`config.mk`:
```
export PLATFORM = sky130hd
export DESIGN_NAME = swtm_ram
export DESIGN_NICKNAME = d
export VERILOG_FILES = /design/src/design/swtm_ram.sv
export SDC_FILE = /design/constraint.sdc
export NUM_CORES = 1
export LEC_CHECK = 0
export BUFFER_PORTS_ARGS = -buffer_cell sky130_fd_sc_hd__buf_2
export CORE_ASPECT_RATIO = 1.5
export CORE_MARGIN = 2
export CORE_UTILIZATION = 33
export DETAILED_ROUTE_END_ITERATION = 6
export PLACE_DENSITY = 0.54
export SYNTH_ARGS = -nofsm -noshare
export SYNTH_HDL_FRONTEND = slang
export SYNTH_SLANG_ARGS = --single-unit
```
`constraint.sdc`:
```
create_clock -name i_clk -period 3.8 [get_ports i_clk]
set_input_delay 0.76 -clock i_clk [delete_from_list [all_inputs] [get_ports i_clk]]
set_output_delay 0.76 -clock i_clk [all_outputs]
set_load 0.02 [all_outputs]
```
`src/design/swtm_ram.sv`:
```
`timescale 1ns / 1ps
module swtm_ram #(
    parameter int WIDTH = 16,
    parameter int DEPTH = 64
) (
    input  logic                     i_clk,
    input  logic                     i_we,
    input  logic [$clog2(DEPTH)-1:0] i_addr,
    input  logic [WIDTH-1:0]         i_wdata,
    output logic [WIDTH-1:0]         o_rdata
);
    logic [WIDTH-1:0] r_mem [DEPTH];
    always_ff @(posedge i_clk) begin
        if (i_we) r_mem[i_addr] <= i_wdata;
        o_rdata <= r_mem[i_addr];
    end
endmodule

```
Word-level counts from Yosys, hierarchy flattened

Memory sizes are Yosys's and may differ from the RTL's. A register that Yosys moved wholly into a read port is not among the register bits.
Index checks and enable logic that the tools add are counted.

Muxes and demuxes: 2

Operators by type and width:

| operator | number |
|---|---|
| $mux 1   | 2 |

Register bits: 0
Memory bits (writable): 1024
Bits of input ports: 24
Word-level logic and storage cells: 3
Memories: 1

Memory list:

| memory | words | bits a word | rd ports | clocked after memory_dff | write ports | RTL line | RTL |
|---|---|---|---|---|---|---|---|
| r_mem  | 64    | 16          | 1        | 1                        | 1           | 12       | `logic [WIDTH-1:0] r_mem [DEPTH];` |

Depth between registers and ports, before layout

Depth after elaboration: 2
Mapped depth: 11
Gate-level depth less buffers: 6

Least setup slack after synthesis

OpenSTA, ideal clock, no wires.

Path type: in2reg
From: input i_addr[0]
To: memory r_mem[13][0], enable pin
Arrival: 2.737 ns
Data required time: 3.411 ns
Slack: 0.675 ns
Stages on the path: 8
Buffers on the path: 5
Cell sequence: buf_4 -> nor2b_1 -> buf_2 -> buf_6 -> buf_4 -> clkbuf_1 -> nand3_1 -> nor2_1

RTL lines:

| item        | RTL line | RTL |
|---|---|---|
| from (decl) | 8        | `input logic [$clog2(DEPTH)-1:0] i_addr,` |
| to (decl)   | 12       |  |

Straight into the memory's write port.

==> qor_table.md <==
| Stage | Result | Value |
|:---|:---|:---|
| clock tree | Clk Latency, worst-skew pair | 0.71 ns |
| route | Number of vias after detailed routing | 22863 |
| power and ir drop | Sequential power share | 52.6% |
| logic synthesis | Most area-hungry cell type in the Yosys netlist | edfxtp_1 |
| clock tree | Library cell used as clock root buffer | clkbuf_16 |
| critical path | Nature of the critical path endpoint | register |
| global route | Met3 layer usage reported by global route | 3.23% |
| final layout | Filler cell count in the final layout | 10850 |
| route | First-pass DRT Iterations | 6 |
| place | Half-perimeter wire length after placement | 79.0 mm |
| power and ir drop | Pleak | 14.8 nW |
| floorplan | Number of cell rows | 155 |
| floorplan | Starting density of the core | 33.2% |
| sta | Endpoints failing hold | 0 |
| sta | Count of pins over their slew limit | 0 |
| global route | Global Route Usage Sum | 19.8% |
| critical path | Worst EP required | 4.36 ns |
| critical path | Cell family contributing the most delay on the critical path | compound AO/OA/AOI/OAI gates |
| logic synthesis | Share of synthesized area occupied by flip-flops and latches | 78.7% |
| global route | Remaining global-route overflow | 0 |
| power and ir drop | Power spent charging and discharging nets | 5.40 mW |
| logic synthesis | Largest cells by area after synthesis | edfxtp_1, mux2i_1, a22oi_1, a221oi_1, nor2_1 |
| sta | Worst hold slack across all endpoints | 0.637 ns |
| critical path | Sum of buffers and inverters on the critical path | 3 |
| logic synthesis | Distinct cell type count after synthesis | 55 |
| sta | Upper clock frequency limit | 287 MHz |
| floorplan | Die Width | 286 um |
| clock tree | Max Buffers Root-to-Sink | 3 |
| min path | Hold Path Sink | r_mem[6][14] |
| logic synthesis | Share of flip-flops with an asynchronous set or reset | 0% |
| sta | Worst Slack Setup Final | 0.318 ns |
| global route | Number of global-route vias before repair | 22918 |
| final layout | Share of post-route cells with drive strength above 1 | 17.4% |
| sta | Shortest period the worst path allows | 3.48 ns |
| route | Post-detailed-route DRC marker count | 0 |
| route | Wire length per cell after detailed routing | 29.9 um |
| floorplan | Std-Cell Core Area | 119000 um^2 |
| outcome | Run status | finished, final reports clean |
| min path | Startpoint of the most critical hold path | i_wdata[14] |
| critical path | CP max stage delay | 0.97 ns |
| critical path | Reg-to-reg setup timing slack | 1.08 ns |
| critical path | Setup Crit Path Kind | in -> reg |
| logic synthesis | Post-synth EDFFs | 1024 |
| sta | Slew at the pin closest to its max-slew limit | 1.32 ns |
| floorplan | Chip Height | 428 um |
| clock tree | Resized cells post-CTS | 0 |
| logic synthesis | Cell Area, Synth | 39500 um^2 |
| global route | Fraction of met2 tracks used by global routing | 35.7% |
| sta | Final Setup Violations | 0 |
| sta | Final worst path period share | 91.6% |
| global route | Global-route wire length before repair | 173 mm |
| logic synthesis | Post-synthesis cell count | 2264 |
| power and ir drop | IR Drop Worst-Case VDD | 303 uV |
| final layout | Area overhead of the layout relative to synthesis | 16.3% |
| place | IO buf count | 39 |
| logic synthesis | Yosys warning total | 0 |
| global route | Met1 GRT Util | 23.5% |
| place | Final Wtd Congestion | 0.909 |
| final layout | Layout Utilization | 38.6% |
| power and ir drop | Power per cell area | 528 nW/um^2 |
| clock tree | Setup Buffers After CTS | 0 |
| critical path | Critical register-to-register path startpoint | r_mem[5][12] |
| sta | Rel. slew slack | 11.8% |
| global route | Peak-usage layer in the global routing report | met2 |
| critical path | Cell repeated most along the worst path | buf_4 |
| logic synthesis | Most instantiated flip-flop cell in the synthesis netlist | edfxtp_1 |
| floorplan | Number of top-level pins | 40 |
| route | Post-route antenna net violation count | 0 |
| power and ir drop | Internal cell power | 18.9 mW |
| global route | Maximum number of pins on one net before global-route repair | 69 |
| clock tree | CTS hold repair buffers | 0 |
| sta | Setup Skew | 0.0297 ns |
| min path | Worst hold path depth | 1 |
| power and ir drop | Proportion of total power due to net switching | 22.3% |
| route | WL final | 123 mm |
| route | First DRT Iteration DRCs | 2355 |
| power and ir drop | Relative contribution of the clock network to total power | 41.5% |
| clock tree | Clock slew seen by the registers of the worst setup and hold paths | 0.06 ns |
| route | Vias per cell | 5.57 |
| critical path | Data arrival time of the worst path | 4.05 ns |
| critical path | Critical Path Fanout Max | 28 |
| clock tree | CTS Buf Count | 98 |
| critical path | Cells along the critical path | buf_4 > buf_4 > nand2b_1 > o22ai_1 > a2111oi_0 > buf_4 > a211oi_1 > or4_1 |
| min path | HP Class | in -> reg |
| critical path | Setup crit start kind | input port |
| critical path | Critical Path Slowest Stage Cell | a2111oi_0 |
| logic synthesis | Total of flip-flops plus latches after synthesis | 1040 |
| logic synthesis | Net count after synthesis | 2288 |
| place | Pre-CTS setup slack | -0.413 ns |
| floorplan | Area of the die | 122000 um^2 |
| final layout | Most common library cell in the layout ignoring fill and taps | edfxtp_1 |
| critical path | RR Endpoint | o_rdata[12] |
| final layout | Commonest cells after routing, fill and taps aside | edfxtp_1, buf_4, a22oi_1 |
| power and ir drop | Part of the power in combinational logic | 5.9% |
| critical path | Worst-case reg-to-reg path depth | 6 |
| clock tree | H-tree depth | 3 |
| final layout | Final #Nets | 2471 |
| logic synthesis | Mean instance size in the synthesized netlist | 17.4 um^2 |
| clock tree | Total clock sinks | 1040 |
| sta | Setup repair after global routing missed its margin | false |
| logic synthesis | Yosys top cell area share | 77.9% |
| global route | Number of antenna violations at the first check in global routing | 14 |
| clock tree | TritonCTS clock tree | done |
| flow run | Number of max-capacitance violations reported | 0 |
## routing by layer
metal | up-vias | routed length, um
met3 | 228 | 8090
met2 | 1052 | 63900
met1 | 11854 | 45600
met5 | - | 60
li1 | 9719 | -
met4 | 10 | 4940
## worst register-to-register path: cells and delay by family (launching register included)
| kind | cells | cell delay, ns |
|---|---|---|
| buffers and inverters | 1 | 0.26 |
| AO/OA/AOI/OAI | 3 | 1.23 |
| multiplexers | 1 | 0.17 |
| AND/OR/NAND/NOR | 1 | 0.56 |
| flip-flops | 1 | 0.36 |
## worst max-delay path by stage
stage / start / end / slack (ns) / cells after the start
final: i_addr[0] / o_rdata[12] / 0.32 / 8
after global routing: i_addr[0] / o_rdata[10] / 0.34 / 8
after CTS: i_addr[0] / o_rdata[10] / 0.32 / 8
after detailed placement: i_addr[0] / o_rdata[10] / -0.41 / 8
after global placement: i_addr[0] / o_rdata[10] / -0.42 / 8
after floorplan: i_addr[0] / r_mem[13][0] / 0.67 / 8
## final cells by class
class	count	area, um^2	share of cell area [%]
clock inverter	60	632	1.38
inverter	2	7.51	0.0164
sequential	1040	31100	67.7
timing repair buffer	245	1900	4.15
multi-input combinational	1060	7660	16.7
clock buffer	125	2670	5.81
antenna	2	5.00	0.0109
tap	1570	1960	4.28
## state kept, by name, indices dropped and copies added (netlist names)
register  count
o_rdata      16
r_mem      1024
## metrics by stage
stage	instances	TNS [ns]	power, mW	cell area (um^2)
floorplan	2264	0	13.6	39500
global placement	3917	-0.995	14.4	42600
detailed placement	3917	-0.829	14.4	42600
CTS	4102	0	24.4	45900
global route	4103	0	24.9	45900
finish	4104	0	24.3	45900
## synth_stat cells (13+ instances only)
cell,n
edfxtp_1,1024
a22oi_1,196
nor2_1,159
mux2i_1,154
a221oi_1,106
a21oi_1,74
buf_2,62
clkbuf_1,62
o22ai_1,58
nand2_1,40
o21ai_0,29
o22a_1,27
a31oi_1,23
a22o_1,21
a211oi_1,20
mux2_2,17
buf_4,16
dfxtp_1,16
o221ai_1,14
buf_1,13
## cell families (layout without fill, tap and decap cells)
group / after synthesis / count (layout) / share of synthesized area, %
muxes: 178 / 178 / 4.76
buffers and inverters: 164 / 432 / 2.08
AOI/OAI and AO/OA: 617 / 617 / 11.5
and+or+nand+nor: 265 / 265 / 2.93
other: 0 / 2 / 0
DFF: 1040 / 1040 / 78.7
## power by group through the flow
stage | combinational (mW) | clock [mW] | sequential (mW)
2_1_floorplan | 0.631 | 0 | 13.0
3_3_place_gp | 1.42 | 0 | 13.0
3_5_place_dp | 1.44 | 0 | 13.0
4_1_cts | 1.44 | 10.2 | 12.8
5_1_grt | 1.50 | 10.7 | 12.8
6_report | 1.43 | 10.1 | 12.8
Note: power is estimated with default switching activity, not from simulation.
