[src/design/swtm_pkg.sv]
`timescale 1ns / 1ps
package swtm_pkg;
    localparam int WINDOW_MAX_DEF  = 64;
    localparam int SAMPLE_BITS_DEF = 16;
    localparam int CFG_BITS        = 7;
    localparam int WLEN_BITS       = 7;
    localparam int TRIM_BITS       = 5;
    localparam int AVG_BITS        = 16;
    localparam logic CFG_WLEN = 1'b0;
    localparam logic CFG_TRIM = 1'b1;

    // shift command broadcast to every cell
    typedef struct packed {
        logic do_remove;
        logic do_insert;
        logic do_sum;
    } t_cell_ctl;
endpackage

[src/design/swtm_cell.sv]
`timescale 1ns / 1ps
// One sorted slot. Removal closes the gap by pulling from the right neighbor;
// insertion opens a gap by pulling from the left neighbor. In sum mode the
// cells form a shift line toward cell 0 so the sum unit sees one value a cycle.
module swtm_cell
    import swtm_pkg::*;
#(
    parameter int SAMPLE_BITS = SAMPLE_BITS_DEF
) (
    input  logic                   i_clk,
    input  t_cell_ctl              i_ctl,
    input  logic [SAMPLE_BITS-1:0] i_key,
    input  logic                   i_used,
    input  logic [SAMPLE_BITS-1:0] i_left_val,
    input  logic                   i_left_gt,
    input  logic [SAMPLE_BITS-1:0] i_right_val,
    output logic [SAMPLE_BITS-1:0] o_val,
    output logic                   o_gt
);
    logic [SAMPLE_BITS-1:0] r_val;
    logic [SAMPLE_BITS-1:0] n_val;
    logic                   w_hit;

    assign o_val = r_val;
    assign o_gt  = i_used && (r_val > i_key);
    // window is sorted: every slot from the first copy of the key on holds a
    // value no less than the key; free slots just follow along
    assign w_hit = !i_used || (r_val >= i_key);

    always_comb begin
        n_val = r_val;
        if (i_ctl.do_remove) begin
            if (w_hit) n_val = i_right_val;
        end else if (i_ctl.do_insert) begin
            if (o_gt || !i_used) begin
                if (i_left_gt) n_val = i_left_val;
                else if (o_gt || !i_used) n_val = i_key;
            end
        end else if (i_ctl.do_sum) begin
            n_val = i_right_val;
        end
    end

    always_ff @(posedge i_clk) begin
        r_val <= n_val;
    end
endmodule

[config.mk]
export PLATFORM = sky130hd
export DESIGN_NAME = swtm_cell
export DESIGN_NICKNAME = d
export VERILOG_FILES = /design/src/design/swtm_pkg.sv /design/src/design/swtm_cell.sv
export SDC_FILE = /design/constraint.sdc
export NUM_CORES = 1
export LEC_CHECK = 0
export ABC_AREA = 1
export BUFFER_PORTS_ARGS = -buffer_cell sky130_fd_sc_hd__buf_2
export CORE_ASPECT_RATIO = 2
export CORE_MARGIN = 4
export CORE_UTILIZATION = 40
export DETAILED_ROUTE_END_ITERATION = 12
export GPL_ROUTABILITY_DRIVEN = 0
export PLACE_DENSITY = 0.77
export SLEW_MARGIN = 5
export SYNTH_ARGS = -nofsm -noshare
export SYNTH_HDL_FRONTEND = slang
export SYNTH_SLANG_ARGS = --single-unit
export TNS_END_PERCENT = 20
[constraint.sdc]
create_clock -name i_clk -period 3.54 [get_ports i_clk]
set_clock_uncertainty 0.05 [all_clocks]
set_input_delay 0.885 -clock i_clk [delete_from_list [all_inputs] [get_ports i_clk]]
set_output_delay 0.885 -clock i_clk [all_outputs]
set_load 0.01 [all_outputs]
Yosys cells after proc, flatten, opt, wreduce, memory -nomap -nowiden
Index checks and enable logic that the tools add are counted.
{ "op_classes": {"order_cmp": 2, "eq_ne": 2, "n_reduce_logical": 6, "mux": 6} }
{ "op_table": {"columns": ["cell", "count"], "rows": [
  ["two-way mux 16 bit", 6],
  [">= comparator 16 bit", 1],
  ["> comparator 16 bit", 1],
  ["!= test 3 x 1 -> 1 bit (second input constant)", 1],
  ["AND reduction 3 bit", 1],
  ["nonzero test 3 bit", 1],
  ["logical OR 1 bit", 2],
  ["!= test 2 x 1 -> 1 bit (second input constant)", 1],
  ["logical AND 1 bit", 1],
  ["zero test 1 bit", 1]
]} }
{ "totals": {"output_inout_bits": 17, "reg_bits": 16, "word_cells": 17} }

Longest topological paths before layout
Gate-level depths: netlist of the first run.
{ "depth": {"depth_word": 6, "ltp_mapped": 13, "ltp_nobuf": 13} }

Worst setup path before layout of the first run
Ideal clock, no wire load.
{ "synth_timing": {"path_kind": "input to output", "start": "in i_key[15]", "end": "out o_gt", "path_slack_ns": 0.754, "cell_stages": 10, "arrival_ns": 1.851, "n_path_buf": 0, "path_cell_list": "inv_1 > ha_1 > nand2_1 > nor2_2 > nand4_2 > clkinv_1 > nand2_1 > nand2_2 > nand2_2 > nor2_1"} }
{ "synth_between": {"elab_chain_cells": 2} }
{ "synth_rtl": {"columns": ["item", "line_no", "source"], "rows": [
  ["start: declaration", "swtm_cell.sv:12", "input logic [SAMPLE_BITS-1:0] i_key,"],
  ["> comparator 16 bit", "swtm_cell.sv:25", "assign o_gt = i_used && (r_val > i_key);"],
  ["logical AND 1 bit", "swtm_cell.sv:25", null],
  ["end: declaration", "swtm_cell.sv:18", "output logic o_gt"]
]} }
Every way passes these cells.

Final worst setup path of the first run
Ends and elaborated chain as after synthesis.

==> out/metrics.csv, run 1 <==
stage,metric,value,unit
drt,via_per_inst,4.89,
global_route,grt_pass1_vias,1309,
job,cap_violations,0,
worst_setup_path,critPathKind,in2out,
sta,fin_crit_sh,85.1,%
drt,dr.pass1.iters,2,
synth,syn_area,1310,µm²
final_layout,final_core_util,54.5,%
final_layout,largest_register_ffs,16,
worst_setup_path,slowest_stage,ha_1,
drt,top_layer,met4,
final_layout,drive_gt1_share,37.1,%
final_layout,fillerInstances,327,
drt,dr_wl_met3,179,µm
die,start_util,41.5,%
final_layout,final_nets,308,
worst_setup_path,critPathMaxFanout,2,
worst_setup_path,rr_worst_depth,8,
sta,slew_violations,0,
placed_design,dp.cells,264,
die,die_y,89.0,µm
clock_network,htreeDepth,1,
synth,synth.distinct_cells,20,
drt,initialDrtViolationCount,9,
clock_network,post_cts_buffers,0,
power,vdd_drop_max,0.208,mV
power,power,0.593,mW
synth,ys_warn_count,0,
sta,setup_ws,0.526,ns
die,rows,29,
global_route,grt.total_usage,14.9,%
final_layout,multi_input_area,699,µm²
power,leakage,0.901,nW
worst_setup_path,cp-start-kind,input pin,
synth,netlist_instances,168,
final_layout,num_antenna_cells,0,
final_layout,final-seq-area,480,µm²
synth,synth_area_per_cell,7.81,µm²
die,die_w,48.5,µm
placed_design,place_ws,0.502,ns
synth,ys_ff_latch,16,
drt,drc,0,
synth,yosysSeqAreaShare,36.6,%
worst_setup_path,crit_family,simple AND/OR/NAND/NOR gates,
hold_path,worstHoldPathCells,3,
outcome,status,finished clean,
placed_design,portBuffers,70,
clock_network,cts-buffers-inserted,3,
clock_network,clk_path_buf_depth,2,
drt,wl_met1,1.17,mm
worst_setup_path,cp.depth,12,
clock_network,cts_hold_repair.buffers,0,
drt,via_count,1311,
sta,tns,0,ns
sta,maxSlewHeadroom,55.9,%
worst_setup_path,worst-path-buf-inv,4,
die,io-pin-count,71,
worst_setup_path,cp_slowest_stage_delay,0.28,ns
final_layout,syn_to_final_growth,31.1,%
drt,wl,3.19,mm
power,p_per_area,345,nW/µm²
drt,route.met2.wl,1.80,mm
worst_setup_path,arrival,2.08,ns
synth,yosysTopAreaCellShare,36.6,%
placed_design,postPlaceCellArea,1670,µm²
clock_network,insertion_delay,0.24,ns
hold_path,hp-class,in2reg,
worst_setup_path,path_cells,buf_2 -> inv_1 -> ha_1 -> nand2_1 -> nor2_2 -> nand4_2 -> clkinv_1 -> nand2_1 -> nand2_2 -> nand2_2 -> nor2_1 -> buf_2,
sta,worst_pin_slew,0.660,ns
global_route,overflow,0,
synth,netlist.top_cell.by_area,edfxtp_1,
synth,synthTopCellsByArea,"edfxtp_1, ha_1, nor2_1",
clock_network,clkSinkCount,16,
drt,drt.antenna.violating_nets,0,
sta,max_clock_freq,332,MHz
clock_network,cts_resized,0,
clock_network,cts_tree,done,
final_layout,fin_cells,268,
clock_network,clk_pin_slew,0.06,ns
final_layout,final_area,1720,µm²
worst_setup_path,worstPathRequired,2.60,ns
sta,setup_viol_count_final,0,
global_route,antenna_found_initial,0,
sta,post-route-min-period,3.01,ns
die,fp.coreArea,3160,µm²
drt,avgRoutedWirePerCell,11.9,µm
worst_setup_path,critPathCaptureType,output pin,
placed_design,hpwlAfterDp,2.59,mm
sta,hold_viol_final,0,
sta,whs,0.897,ns
global_route,grt_pass1_wl,5.18,mm
synth,syn-num-nets,238,
clock_network,cts_root_buf,clkbuf_8,
global_route,grt_max_degree,33,
die,dieArea,4310,µm²
sta,grt_setup_unrepaired,no,
## cells in the mapped netlist
| library cell | n |
|---|---|
| nor2_1 | 35 |
| a21oi_1 | 23 |
| inv_1 | 22 |
| edfxtp_1 | 16 |
| ha_1 | 16 |
| o21ai_1 | 16 |
| nand2_1 | 15 |
| nand2_2 | 4 |
| buf_2 | 3 |
| inv_2 | 3 |
| buf_4 | 2 |
| nand4_2 | 2 |
| nor2_2 | 2 |
| nor2_4 | 2 |
| o21ai_0 | 2 |
| a21o_1 | 1 |
| a21oi_2 | 1 |
| clkbuf_1 | 1 |
| clkinv_1 | 1 |
| nor3_1 | 1 |
## cell usage in the layout, fill, tap and decap left out, types with 3 or more instances in the layout
master | netlist | routed
buf_2 | 3 | 70
clkbuf_8 | 0 | 3
ha_1 | 16 | 16
o21ai_1 | 16 | 16
edfxtp_1 | 16 | 16
inv_2 | 3 | 3
nand2_1 | 15 | 15
inv_1 | 22 | 22
a21oi_1 | 23 | 23
nand2_2 | 4 | 4
nor2_1 | 35 | 35
## cell families (layout without fill, tap and decap cells)
group / after synthesis / in the layout / synth area share, %
adder cells (fa/ha/maj): 16 / 16 / 15.3
flip-flops: 16 / 16 / 36.6
buffers and inverters: 32 / 101 / 10.0
AO/OA/AOI/OAI: 43 / 43 / 16.9
AND/OR/NAND/NOR: 61 / 61 / 21.2
## worst paths after layout
path	startpoint	to	slack, ns
worst max-delay path	i_key[15]	o_gt	0.53
worst min-delay path	i_right_val[9]	o_val[9]	0.90
worst max register to register	o_val[15]	o_val[9]	1.46
worst min register to register	o_val[1]	o_val[0]	1.27
## per-layer routing
layer  track usage [%]  up-vias
li1                  -      693
met2              29.0       35
met5                 0        -
met1              15.5      581
met4              6.62        0
met3              1.67        2
## cell type report
cell class | count | area share, %
Tap cell | 31 | 2.26
Clock inverter | 1 | 0.218
Multi-Input combinational cell | 120 | 40.7
Clock buffer | 3 | 2.40
Timing Repair Buffer | 71 | 20.8
Inverter | 26 | 5.68
Sequential cell | 16 | 27.9
## power breakdown
part | switching [mW] | internal (mW) | leakage [nW] | total, mW
registers | 0.0126 | 0.241 | 0.159 | 0.254
logic | 0.115 | 0.0869 | 0.718 | 0.202
clock network | 0.0603 | 0.0767 | 0.0231 | 0.137
total | 0.188 | 0.405 | 0.901 | 0.593
## worst register-to-register path, delay by kind of cell (launching register included)
kind / cells / cell delay [ns]
and+or+nand+nor: 4 / 0.49
DFF: 1 / 0.42
adders and majority gates: 1 / 0.31
buffers and inverters: 1 / 0.26
AOI/OAI and AO/OA: 2 / 0.25
Power figures use the tool's default switching activity.
==> run 2, diff against run 1 <==
--- a/config.mk
+++ b/config.mk
@@ -13,6 +13,7 @@
 export DETAILED_ROUTE_END_ITERATION = 12
 export GPL_ROUTABILITY_DRIVEN = 0
 export PLACE_DENSITY = 0.77
+export RECOVER_POWER = 25
 export SLEW_MARGIN = 5
 export SYNTH_ARGS = -nofsm -noshare
 export SYNTH_HDL_FRONTEND = slang
==> out/metrics.csv, run 2 (synthesis gave the netlist of run 1 again) <==
stage,metric,value,unit
sta,max_clock_freq,331,MHz
sta,grt_setup_unrepaired,no,
clock_network,post_cts_buffers,0,
clock_network,clk_path_buf_depth,2,
power,p_per_area,345,nW/µm²
worst_setup_path,arrival,2.08,ns
global_route,grt_max_degree,33,
worst_setup_path,critPathKind,in2out,
clock_network,clk_pin_slew,0.06,ns
clock_network,cts_resized,0,
final_layout,num_antenna_cells,0,
clock_network,htreeDepth,1,
sta,slew_violations,0,
global_route,antenna_found_initial,0,
hold_path,hp-class,in2reg,
sta,fin_crit_sh,85.3,%
drt,drt.antenna.violating_nets,0,
final_layout,syn_to_final_growth,30.0,%
worst_setup_path,critPathMaxFanout,2,
drt,via_count,1312,
die,io-pin-count,71,
drt,dr.pass1.iters,4,
placed_design,portBuffers,70,
outcome,status,finished clean,
final_layout,final_nets,308,
placed_design,dp.cells,264,
power,leakage,0.869,nW
drt,wl,3.18,mm
drt,drc,0,
clock_network,insertion_delay,0.24,ns
die,start_util,41.5,%
sta,maxSlewHeadroom,56.6,%
worst_setup_path,critPathCaptureType,output pin,
final_layout,fillerInstances,334,
global_route,overflow,0,
final_layout,fin_cells,268,
clock_network,cts-buffers-inserted,3,
sta,hold_viol_final,0,
clock_network,cts_tree,done,
sta,tns,0,ns
sta,worst_pin_slew,0.649,ns
final_layout,largest_register_ffs,16,
clock_network,clkSinkCount,16,
final_layout,layout_commonest_cell,buf_2,
final_layout,drive_gt1_share,32.1,%
die,die_w,48.5,µm
sta,post-route-min-period,3.02,ns
global_route,grt_pass1_wl,5.18,mm
die,rows,29,
die,die_y,89.0,µm
job,cap_violations,0,
worst_setup_path,worstPathRequired,2.60,ns
power,vdd_drop_max,0.208,mV
drt,initialDrtViolationCount,15,
drt,via_per_inst,4.90,
die,fp.coreArea,3160,µm²
global_route,grt.total_usage,14.9,%
placed_design,hpwlAfterDp,2.59,mm
worst_setup_path,cp-start-kind,input pin,
final_layout,final_cell_mix,"buf_2, nor2_1, a21oi_1, inv_1",
drt,avgRoutedWirePerCell,11.9,µm
sta,setup_viol_count_final,0,
clock_network,cts_root_buf,clkbuf_8,
clock_network,cts_hold_repair.buffers,0,
die,dieArea,4310,µm²
global_route,grt_pass1_vias,1309,
run 2: changes by cell type in the layout (fill, tap and decap cells not counted):
cell and delta:
buf_2 -12, clkbuf_1 +12
run 2: critical path, stage by stage:
cell	delay, ns
buf_2	0.08
inv_1	0.04
ha_1	0.28
nand2_1	0.08
nor2_2	0.16
nand4_2	0.12
clkinv_1	0.06
nand2_1	0.06
nand2_2	0.06
nand2_2	0.06
nor2_1	0.07
buf_2	0.13
run 2: worst paths after layout:
check / start / slack, ns / endpoint / depth (start not counted)
hold reg to reg: o_val[8] / 1.27 / o_val[0] / 7
setup reg to reg: o_val[15] / 1.46 / o_val[9] / 8
setup / recovery: i_key[15] / 0.52 / o_gt / 12
hold / removal: i_right_val[6] / 0.90 / o_val[6] / 3
run 2: final cells by class:
type,instances,area (µm²),share of cell area [%]
clock buffer,3,41.3,2.42
clock inverter,1,3.75,0.220
inverter,26,97.6,5.73
multi-input combinational,120,699,41.0
sequential,16,480,28.2
tap,31,38.8,2.28
timing repair buffer,71,343,20.1
run 2: per-stage QoR:
step	instance area, µm²	hold WS [ns]	utilization (%)	setup slack [ns]	power (mW)
5_1_grt	1700	0.895	54.0	0.369	0.639
3_5_place_dp	1670	1.14	53.0	0.502	0.463
4_1_cts	1720	0.892	54.5	0.501	0.601
3_3_place_gp	1670	1.14	53.0	0.523	0.456
6_report	1700	0.897	54.0	0.520	0.588
2_1_floorplan	1310	1.05	-	0.754	0.381
run 2: power breakdown:
part	internal [mW]	total, mW	switching, mW	leakage [nW]
Sequential	0.241	0.255	0.0131	0.159
Clock	0.0767	0.136	0.0596	0.0231
Combinational	0.0821	0.197	0.115	0.686
Total	0.400	0.588	0.188	0.869
run 2: per-layer routing:
metal	global-route usage, %	routed length [µm]	up-vias
met5	0	0	-
met4	6.62	45	0
met3	1.67	180	2
met2	29.0	1810	37
met1	15.5	1150	581
li1	-	-	692
