### config.mk
export PLATFORM = sky130hd
export DESIGN_NAME = swtm_div
export DESIGN_NICKNAME = d
export VERILOG_FILES = /design/src/design/swtm_div.sv
export SDC_FILE = /design/constraint.sdc
export NUM_CORES = 1
export LEC_CHECK = 0
export BUFFER_PORTS_ARGS = -buffer_cell sky130_fd_sc_hd__clkbuf_2
export CAP_MARGIN = 20
export CORE_MARGIN = 4
export CORE_UTILIZATION = 29
export CTS_CLUSTER_DIAMETER = 80
export CTS_CLUSTER_SIZE = 16
export DETAILED_ROUTE_END_ITERATION = 7
export GPL_TIMING_DRIVEN = 1
export PLACE_DENSITY_LB_ADDON = 0.05
export SLEW_MARGIN = 0
export SYNTH_ARGS = -nofsm -noshare
export SYNTH_HDL_FRONTEND = slang
export SYNTH_SLANG_ARGS = --single-unit
### constraint.sdc
create_clock -name i_clk -period 3.9 [get_ports i_clk]
set_clock_uncertainty 0.2 [all_clocks]
set_input_delay 0.39 -clock i_clk [delete_from_list [all_inputs] [get_ports i_clk]]
set_output_delay 0.39 -clock i_clk [all_outputs]
set_load 0.03 [all_outputs]
### src/design/swtm_div.sv
`timescale 1ns / 1ps
// Restoring divider, one quotient bit per cycle.
module swtm_div #(
    parameter int NUM_BITS = 22,
    parameter int DEN_BITS = 7
) (
    input  logic                i_clk,
    input  logic                i_rst_n,
    input  logic                i_start,
    input  logic [NUM_BITS-1:0] i_num,
    input  logic [DEN_BITS-1:0] i_den,
    output logic                o_done,
    output logic [NUM_BITS-1:0] o_quot
);
    localparam int CNT_BITS = $clog2(NUM_BITS + 1);
    logic [NUM_BITS-1:0] r_quot;
    logic [DEN_BITS:0]   r_rem;
    logic [DEN_BITS-1:0] r_den;
    logic [CNT_BITS-1:0] r_cnt;
    logic                r_busy;
    logic [DEN_BITS:0]   w_try;

    assign w_try  = {r_rem[DEN_BITS-1:0], r_quot[NUM_BITS-1]};
    assign o_quot = r_quot;
    assign o_done = r_busy && (r_cnt == '0);

    always_ff @(posedge i_clk) begin
        if (!i_rst_n) begin
            r_busy <= 1'b0;
            r_cnt  <= '0;
        end else if (i_start) begin
            r_busy <= 1'b1;
            r_cnt  <= CNT_BITS'(NUM_BITS);
        end else if (r_busy) begin
            if (r_cnt == '0) r_busy <= 1'b0;
            else             r_cnt  <= r_cnt - 1'b1;
        end
    end

    always_ff @(posedge i_clk) begin
        if (i_start) begin
            r_quot <= i_num;
            r_rem  <= '0;
            r_den  <= i_den;
        end else if (r_busy && r_cnt != '0) begin
            if (w_try >= {1'b0, r_den}) begin
                r_rem  <= w_try - {1'b0, r_den};
                r_quot <= {r_quot[NUM_BITS-2:0], 1'b1};
            end else begin
                r_rem  <= w_try;
                r_quot <= {r_quot[NUM_BITS-2:0], 1'b0};
            end
        end
    end
endmodule

# After elaboration in Yosys (flattened, before gate mapping)
# Cells that the tools add are included.
# word_totals
latchBits,0
mem_count,0
ram_bits,0
in_bits,32
regBits,42
word_cells,31
out_inout_bits,23
rom_bits,0
# classes
mul,0
n_mux,10
addsub,2
n_lt_le_gt_ge,1
div_mod_pow,0
bitwise_logic,2
eq_ne,1
shifts,0
reduce_logical,9
# ops
op,count
2-to-1 mux 22 bit,2
2-to-1 mux 5 bit,3
greater-or-equal comparator 8 x 7 -> 1 bit,1
2-to-1 mux 7 bit,1
subtractor 7 bit,1
logical NOT 5 bit,1
nonzero test 5 bit,1
"subtractor 5 x 1 -> 5 bit, second input constant",1
2-to-1 mux 1 bit,4
AND reduction 2 bit,2
nonzero test 2 bit,2
logical AND 1 bit,2
"!= test 2 bit, second input constant",1
inverter 1 bit,2
OR reduction 2 bit,1

# Depth between registers and ports, before layout
# Gate-level depths: netlist of run 1.
# depth
depth_word,4
mapped_depth,9
ltp_nobuf,8

# Worst setup path before layout of run 1
# OpenSTA, ideal clock, no wires.
# synth_timing
path_type,register to register
startpoint,"reg r_quot[21], in the netlist o_quot[21]"
endpoint,reg r_rem[4]
period_less_slack_ps,2658
required_time_ps,3609
setup_slack_ps,1242
t_arrival_ps,2367
stages_incl_launch_ff,10
setup_ps,91
n_path_buf,1
cell_sequence,edfxtp_1 > inv_1 > ha_1 > fa_1 > nand2b_2 > a211oi_2 > nor3_1 > buf_6 > or3_1 > a311oi_1
# synth_between
elab_chain_len,2
word_cells_on_any_way,3
cone_classes,add/sub (1); order compare (1); mux (1)
# synth_rtl
element,line,rtl
"start, declared",16,logic [NUM_BITS-1:0] r_quot;
"start signal, assigned",42,r_quot <= i_num;
"start signal, assigned",48,"r_quot <= {r_quot[NUM_BITS-2:0], 1'b1};"
"start signal, assigned",51,"r_quot <= {r_quot[NUM_BITS-2:0], 1'b0};"
subtractor 7 bit or greater-or-equal comparator 8 x 7 -> 1 bit (tied branches),"47, 46",
2-to-1 mux 7 bit (*),46,"if (w_try >= {1'b0, r_den}) begin"
"end signal, assigned",47,"r_rem <= w_try - {1'b0, r_den};"
"end signal, assigned",50,r_rem <= w_try;
"end, declared",17,logic [DEN_BITS:0] r_rem;
# Mark *: on every way between the ends. The rest lies on a longest branch, timed or not.
# A chain may end at the register's enable or synchronous reset.

# Final worst setup path of run 1
# Ends and elaborated chain as after synthesis.

==> results of run 1 <==
-- state kept, by name, indices dropped and copies added (netlist names) --
register / flops
r_busy: 1
r_den: 7
r_rem: 7
o_quot: 22
r_cnt: 5
-- cell type report --
cell class                      instances  area, sq um  area share, %
Inverter                               12         45.0           1.78
Clock inverter                          3         18.8          0.741
Tap cell                               96          120           4.74
Sequential cell                        42         1130           44.7
Clock buffer                            5         68.8           2.72
Timing Repair Buffer                   56          285           11.3
Multi-Input combinational cell        116          863           34.1
-- placed cells by master, fill, tap and decap left out, types with 3 or more instances in the layout --
master / synthesis / layout
clkbuf_2: 0 / 54
edfxtp_1: 29 / 29
mux2_2: 22 / 22
nor2_1: 20 / 20
dfxtp_1: 13 / 13
inv_1: 12 / 12
a21oi_1: 11 / 11
ha_1: 8 / 8
nand2b_1: 5 / 5
clkbuf_8: 0 / 5
nor3_1: 4 / 4
nand2_1: 4 / 4
or3_1: 3 / 3
nand3_1: 3 / 3
o21ai_0: 3 / 3
o21a_1: 3 / 3
a311oi_1: 3 / 3
-- logic make-up after synthesis --
| kind of cell | share of synthesized area [%] |
|---|---|
| multiplexers | 12.5 |
| adder cells (fa/ha/maj) | 5.80 |
| AND/OR/NAND/NOR | 12.4 |
| buffers and inverters | 3.63 |
| XOR/XNOR | 0.847 |
| flip-flops | 54.7 |
| AO/OA/AOI/OAI | 10.2 |
-- worst max-delay path: stages (launching register included) --
cell and delay (ns):
edfxtp_1 0.35, inv_1 0.06, ha_1 0.22, fa_1 0.39, nand2b_2 0.23, a211oi_2 0.21
nor3_1 0.07, buf_4 0.18, or3_1 0.37, a311oi_1 0.23
-- path summary, 6_finish.rpt --
check,start,to,cells after the start
worst min register to register,r_rem[2],r_rem[3],2
worst max-delay path,o_quot[21],r_rem[4],9
worst max register to register,o_quot[21],r_rem[4],9
worst min-delay path,i_den[0],r_den[0],1
-- report_power, final --
part           internal (uW)  leakage (uW)  total [uW]  switching [uW]
sequential               530      0.000396         557            26.3
clock                    126     0.0000483         282             156
combinational            113      0.000593         285             173
-- stage by stage --
stage               util, %  setup WS, ns
floorplan                 -          1.24
global placement       35.6          1.37
detailed placement     35.6          1.29
CTS                    36.9          1.26
global route           36.9          1.12
finish                 36.9          1.28
-- routing by layer --
layer	vias up	wire, microns	track usage [%]
li1	759	-	-
met1	731	1890	12.8
met2	37	2270	18.7
met3	6	227	3.25
met4	0	62	3.96
met5	-	0	0
==> results.md, run 1 <==
| Quantity | This run |
|---|---|
| Outcome | complete, no violations |
| Maximum count of clock buffers along a single path | 2 |
| Total congestion overflow | 0 |
| Clock slew at reported path FFs | 0.09 ns |
| VDD IR-drop max | 0.165 mV |
| Period Utilization, post-route | 67.3% |
| Post-synth EDFFs | 29 |
| Detailed placement HPWL | 3310 microns |
| Final-report setup violation count | 0 |
| Number of setup buffers added after CTS | 0 |
| Type of destination of the critical path | flip-flop |
| Main flop type after synthesis | edfxtp_1 |
| Routed wire per std cell | 13.5 microns |
| CTS tree | yes |
| Total nets after synthesis | 217 |
| Syn Area/Cell | 11.8 sq um |
| Synthesized cell area | 2070 sq um |
| N_diodes | 0 |
| Crit path kind | flip-flop to flip-flop |
| Setup TNS Final | 0 ns |
| Ports | 55 |
| Measured slew at the worst slew-check pin | 1.00 ns |
| Maximum capacitance violations | 0 |
| Height of the chip | 92.5 microns |
| Total power of the final layout | 1120 uW |
| Global-route wire length before repair | 7440 microns |
| Fraction of registers with async set or reset after synthesis | 0% |
| Detailed Route WL | 4440 microns |
| Area Overhead vs Synth | 22.4% |
| Area fraction of the dominant cell type after synthesis | 42.1% |
| Total power density per cell area | 444 nW/um^2 |
| Filler cells | 691 |
| Via count of the first global-routing pass | 1,607 |
| Routed via count | 1,533 |
| Clock Latency Late Sink | 0.29 ns |
| Share of cells above drive strength 1 | 38.9% |
| CTS Sinks | 42 |
| Net count of the finished layout | 274 |
| Final Slew Violations | 0 |
| Most frequent cell after synthesis | edfxtp_1 |
| Class of the tightest hold or removal check | primary input to flip-flop |
| Post-placement cell count | 322 |
| Hold_ws | 0.0638 ns |
| Number of antenna violations at the first check in global routing | 0 |
| Placement Cell Area | 2440 sq um |
| Buffers on Ports | 54 |
| Post-route ant nets | 0 |
| Die span in x | 92.5 microns |
| Number of hold buffers added after CTS | 0 |
| Top post-synthesis cells by count | edfxtp_1, mux2_2, nor2_1 |
| Number of rows in the core area | 30 |
| Starting Density | 30.1% |
| Clk Tree Root Cell | clkbuf_8 |
| Static Leakage | 0.00104 uW |
| Worst-case headroom to the max-slew limit | 33.4% |
| Cell accounting for the most synthesized area | edfxtp_1 |
| H-tree levels | 2 |
| Critical path data arrival time | 2.61 ns |
| Flip-flop and latch count after synthesis | 42 |
| Iter 0 DRT Violations | 63 |
| Remaining DRCs | 0 |
| Routability-driven placement congestion ratio | 0.819 |
| Library cells used by synthesis | 37 |
| Routed vias/inst | 4.65 |
| Fmax | 381 MHz |
| Global-route usage over all layers | 10.9% |
| Count of TritonRoute iterations in the first routing pass | 5 |
| Startpoint type of the worst setup path | flip-flop |
| Total Die Area | 8550 sq um |
| Warning count from the yosys run | 0 |
| Final critical delay including setup and external delays | 2.62 ns |
| Pin count of the biggest net entering global routing | 44 |
| Synthesized instance count | 176 |
| Core outline area | 6870 sq um |
| Fin cells | 330 |
| Resize count post-CTS | 0 |
| Critical-path maximum fanout | 11 |
| Flop2flop setup slack | 1.28 ns |
| Final instance area | 2530 sq um |
| Clock buffers created by TritonCTS | 5 |
| Cell types with the largest area share after synthesis | edfxtp_1, dfxtp_1, mux2_2, ha_1, nor2_1 |
| Post-synthesis sequential area ratio | 54.7% |
| CP Data Required Time | 3.89 ns |
| Total count of hold-check failures in the final report | 0 |
| Unrepaired setup endpoints after global routing | false |
(Power assumes the default switching activity.)
==> inputs of run 2 (changes only) <==
--- a/config.mk
+++ b/config.mk
@@ -5,6 +5,7 @@
 export SDC_FILE = /design/constraint.sdc
 export NUM_CORES = 1
 export LEC_CHECK = 0
+export ABC_AREA = 1
 export BUFFER_PORTS_ARGS = -buffer_cell sky130_fd_sc_hd__clkbuf_2
 export CAP_MARGIN = 20
 export CORE_MARGIN = 4
==> constraint.sdc (replaced) <==
create_clock -name i_clk -period 2.5 [get_ports i_clk]
set_clock_uncertainty 0.2 [all_clocks]
set_input_delay 0.25 -clock i_clk [delete_from_list [all_inputs] [get_ports i_clk]]
set_output_delay 0.25 -clock i_clk [all_outputs]
set_load 0.03 [all_outputs]
==> run 2 against run 1 <==
Cell count up 28%. Register-to-register slack worse by 0.91 ns. Worst setup slack worse by 0.91 ns. Fmax up 23%. Via count up 20%. Sequential power up 53%. Synthesized area up 5.3%. Critical endpoint is now o_quot[0]. Count of clock-buffer cells in the layout up 1.
==> results.md, run 2 <==
| Quantity | This run | vs previous |
|---|---|---|
| Buffers on Ports | 54 | unchanged |
| Iter 0 DRT Violations | 78 | +24% |
| Class of the tightest hold or removal check | primary input to flip-flop |  |
| Remaining DRCs | 0 | unchanged |
| Final Slew Violations | 0 | unchanged |
| Most frequent cell after synthesis | nand2_1 |  |
| Routed wire per std cell | 12.2 microns | -9.4% |
| Resize count post-CTS | 0 | unchanged |
| Number of antenna violations at the first check in global routing | 0 | unchanged |
| Global-route usage over all layers | 12.2% | +1.3 points |
| Die span in x | 94.7 microns | +2.4% |
| Post-synth EDFFs | 29 | unchanged |
| CTS Sinks | 42 | unchanged |
| Total power density per cell area | 614 nW/um^2 | +38% |
| R2R depth | 10 | +1 |
| Core occupancy in the finished layout | 37.4% | +0.57 points |
| Type of destination of the critical path | flip-flop |  |
| H-tree levels | 2 | unchanged |
| Detailed placement HPWL | 3720 microns | +12% |
| Library cells used by synthesis | 27 | -27% |
| Routability-driven placement congestion ratio | 0.823 | +0.53% |
| Via count of the first global-routing pass | 1,821 | +13% |
| Unrepaired setup endpoints after global routing | false |  |
| Commonest non-fill, non-tap cells in the layout | nand2_1, clkbuf_2, edfxtp_1 |  |
| Pin count of the biggest net entering global routing | 30 | -32% |
| Outcome | complete, no violations |  |
| Area fraction of the dominant cell type after synthesis | 40.0% | -2.1 points |
| Worst-case headroom to the max-slew limit | 75.4% | +42 points |
| Total congestion overflow | 0 | unchanged |
| Clock buffers created by TritonCTS | 5 | unchanged |
| Height of the chip | 94.7 microns | +2.4% |
| Top post-synthesis cells by count | nand2_1, edfxtp_1, inv_1 |  |
| Cell types with the largest area share after synthesis | edfxtp_1, nand2_1, dfxtp_1, inv_1, ha_1 |  |
| Synthesized cell area | 2180 sq um | +5.3% |
| Power share of the sequential group | 50.8% | +1.3 points |
| Routed vias/inst | 4.37 | -5.8% |
| Ports | 55 | unchanged |
| Maximum count of clock buffers along a single path | 2 | unchanged |
| Most common cell after layout, fill and taps aside | nand2_1 |  |
| CTS tree | yes |  |
| Area Overhead vs Synth | 25.3% |  |
| Post-route ant nets | 0 | unchanged |
| Starting Density | 29.9% | -0.24 points |
| Warning count from the yosys run | 0 | unchanged |
| Startpoint type of the worst setup path | flip-flop |  |
| VDD IR-drop max | 0.274 mV | +66% |
| Critical-path maximum fanout | 8 | -3 |
| Combinational share of power | 21.9% | -3.5 points |
| Fmax | 469 MHz | +23% |
| Fraction of registers with async set or reset after synthesis | 0% | unchanged |
| Core outline area | 7290 sq um | +6.2% |
| Total count of hold-check failures in the final report | 0 | unchanged |
| Setup TNS Final | 0 ns | unchanged |
| Filler cells | 826 | +20% |
| Total Die Area | 8970 sq um | +4.9% |
| Crit path kind | flip-flop to flip-flop |  |
| Sw Pwr | 539 uW | +52% |
| Final-report setup violation count | 0 | unchanged |
| Period Utilization, post-route | 85.3% | +18 points |
| Static Leakage | 0.00139 uW | +34% |
| Routed via count | 1,846 | +20% |
| Detailed Route WL | 5150 microns | +16% |
| Share of total power consumed by net switching | 32.2% | +0.57 points |
| Synthesized instance count | 256 | +45% |
| Flip-flop and latch count after synthesis | 42 | unchanged |
| Maximum capacitance violations | 0 | unchanged |
| Number of instances on the worst hold path | 3 | +2 |
| Share of total power in the clock network | 27.3% | +2.2 points |
| Share of cells above drive strength 1 | 23.2% | -16 points |
| Number of flip-flops in the largest register | 22 | unchanged |
| Final critical delay including setup and external delays | 2.13 ns | -0.491 ns |
| Total nets after synthesis | 297 | +37% |
| Global-route wire length before repair | 8450 microns | +14% |
| Post-synthesis sequential area ratio | 51.9% | -2.8 points |
| N_diodes | 0 | unchanged |
| Net count of the finished layout | 363 | +32% |
| Cell accounting for the most synthesized area | edfxtp_1 |  |
| CP Data Required Time | 2.44 ns | -1.45 ns |
| Main flop type after synthesis | edfxtp_1 |  |
| Measured slew at the worst slew-check pin | 0.369 ns | -0.630 ns |
| Syn Area/Cell | 8.51 sq um | -28% |
| Clock Latency Late Sink | 0.30 ns | about the same |
| Number of rows in the core area | 31 | +3.3% |
| Clock slew at reported path FFs | 0.09 ns | about the same |
| Clk Tree Root Cell | clkbuf_8 |  |
| Internal power | 1140 uW | +48% |
| Critical path data arrival time | 2.08 ns | -0.53 ns |
| Count of TritonRoute iterations in the first routing pass | 4 | -1 |
## run 2: cell count changes after synthesis, moves of 3 or more
| cell | previous run | this run |
|---|---|---|
| nand3_1 | 3 | 17 |
| nand3b_1 | 0 | 5 |
| nand2_1 | 4 | 116 |
| xor2_1 | 0 | 4 |
| nor2_1 | 20 | 8 |
| a311oi_1 | 3 | 0 |
| o21a_1 | 3 | 0 |
| nand2b_1 | 5 | 0 |
| inv_1 | 12 | 28 |
| mux2_2 | 22 | 0 |
| or3_1 | 3 | 0 |
| nor3_1 | 4 | 1 |
| a21oi_1 | 11 | 6 |
## run 2: metrics by stage
| stage | std cells | setup slack [ns] | instance area, sq um | hold slack [ns] | total power, uW |
|---|---|---|---|---|---|
| 6_report | 422 | 0.366 | 2730 | 0.00392 | 1680 |
| 5_1_grt | 422 | 0.175 | 2730 | 0.0105 | 1760 |
| 4_1_cts | 422 | 0.360 | 2730 | 0.000796 | 1700 |
| 3_5_place_dp | 407 | 0.401 | 2570 | 0.229 | 1230 |
| 3_3_place_gp | 407 | 0.439 | 2570 | 0.229 | 1230 |
| 2_1_floorplan | 256 | 0.363 | 2180 | 0.149 | 1110 |
## run 2: path summary, 6_finish.rpt
check / slack [ns] / end / from
worst max register to register: 0.37 / o_quot[0] / o_quot[21]
worst min register to register: 0.27 / r_rem[6] / r_rem[6]
worst max-delay path: 0.37 / o_quot[0] / o_quot[21]
worst min-delay path: 0.004 / r_cnt[1] / i_rst_n
## run 2: kinds of logic (layout without fill, tap and decap cells)
kind of cell               Yosys count  in the layout  share of synthesized area (%)
and+or+nand+nor                    157            157                           32.0
buffers and inverters               34            101                           5.97
xor gates and xnor gates             4              4                           1.61
AOI/OAI and AO/OA                   10             10                           3.04
adders and majority gates            9              9                           5.51
DFF                                 42             42                           51.9
## run 2: critical path: stages, from the launching register on
cell and delay, ns:
edfxtp_1 0.35, inv_1 0.06, ha_1 0.22, fa_1 0.41, inv_1 0.09, nand2_1 0.05
nand2_1 0.08, nand2_1 0.08, nand2_1 0.06, nand2_1 0.18, a31oi_1 0.21
## run 2: cell type report
| class | instances | area (sq um) | share of cell area (%) |
|---|---|---|---|
| sequential | 42 | 1130 | 41.4 |
| multi-input combinational | 180 | 918 | 33.6 |
| timing repair buffer | 63 | 355 | 13.0 |
| tap | 99 | 124 | 4.54 |
| inverter | 30 | 115 | 4.22 |
| clock buffer | 6 | 72.6 | 2.66 |
| clock inverter | 2 | 13.8 | 0.504 |
## run 2: power by group through the flow
stage               logic [uW]  clock network, uW  registers, uW
detailed placement         364                  0            867
floorplan                  171                  0            940
global placement           365                  0            868
global route               410                494            860
CTS                        374                471            853
finish                     367                457            852
## run 2: what timing repair did
item,in CTS,in global routing
buffers inserted,0,0
hold endpoints to repair,7,0
hold buffers,7,0
setup endpoints to repair,0,0
## run 2: layer usage
metal | up-vias | track usage [%] | share of wire, %
met2 | 52 | 19.1 | 45
met5 | - | 0 | 0
li1 | 948 | - | -
met3 | 11 | 3.27 | 5.8
met1 | 835 | 15.8 | 47
met4 | 0 | 5.05 | 2.1
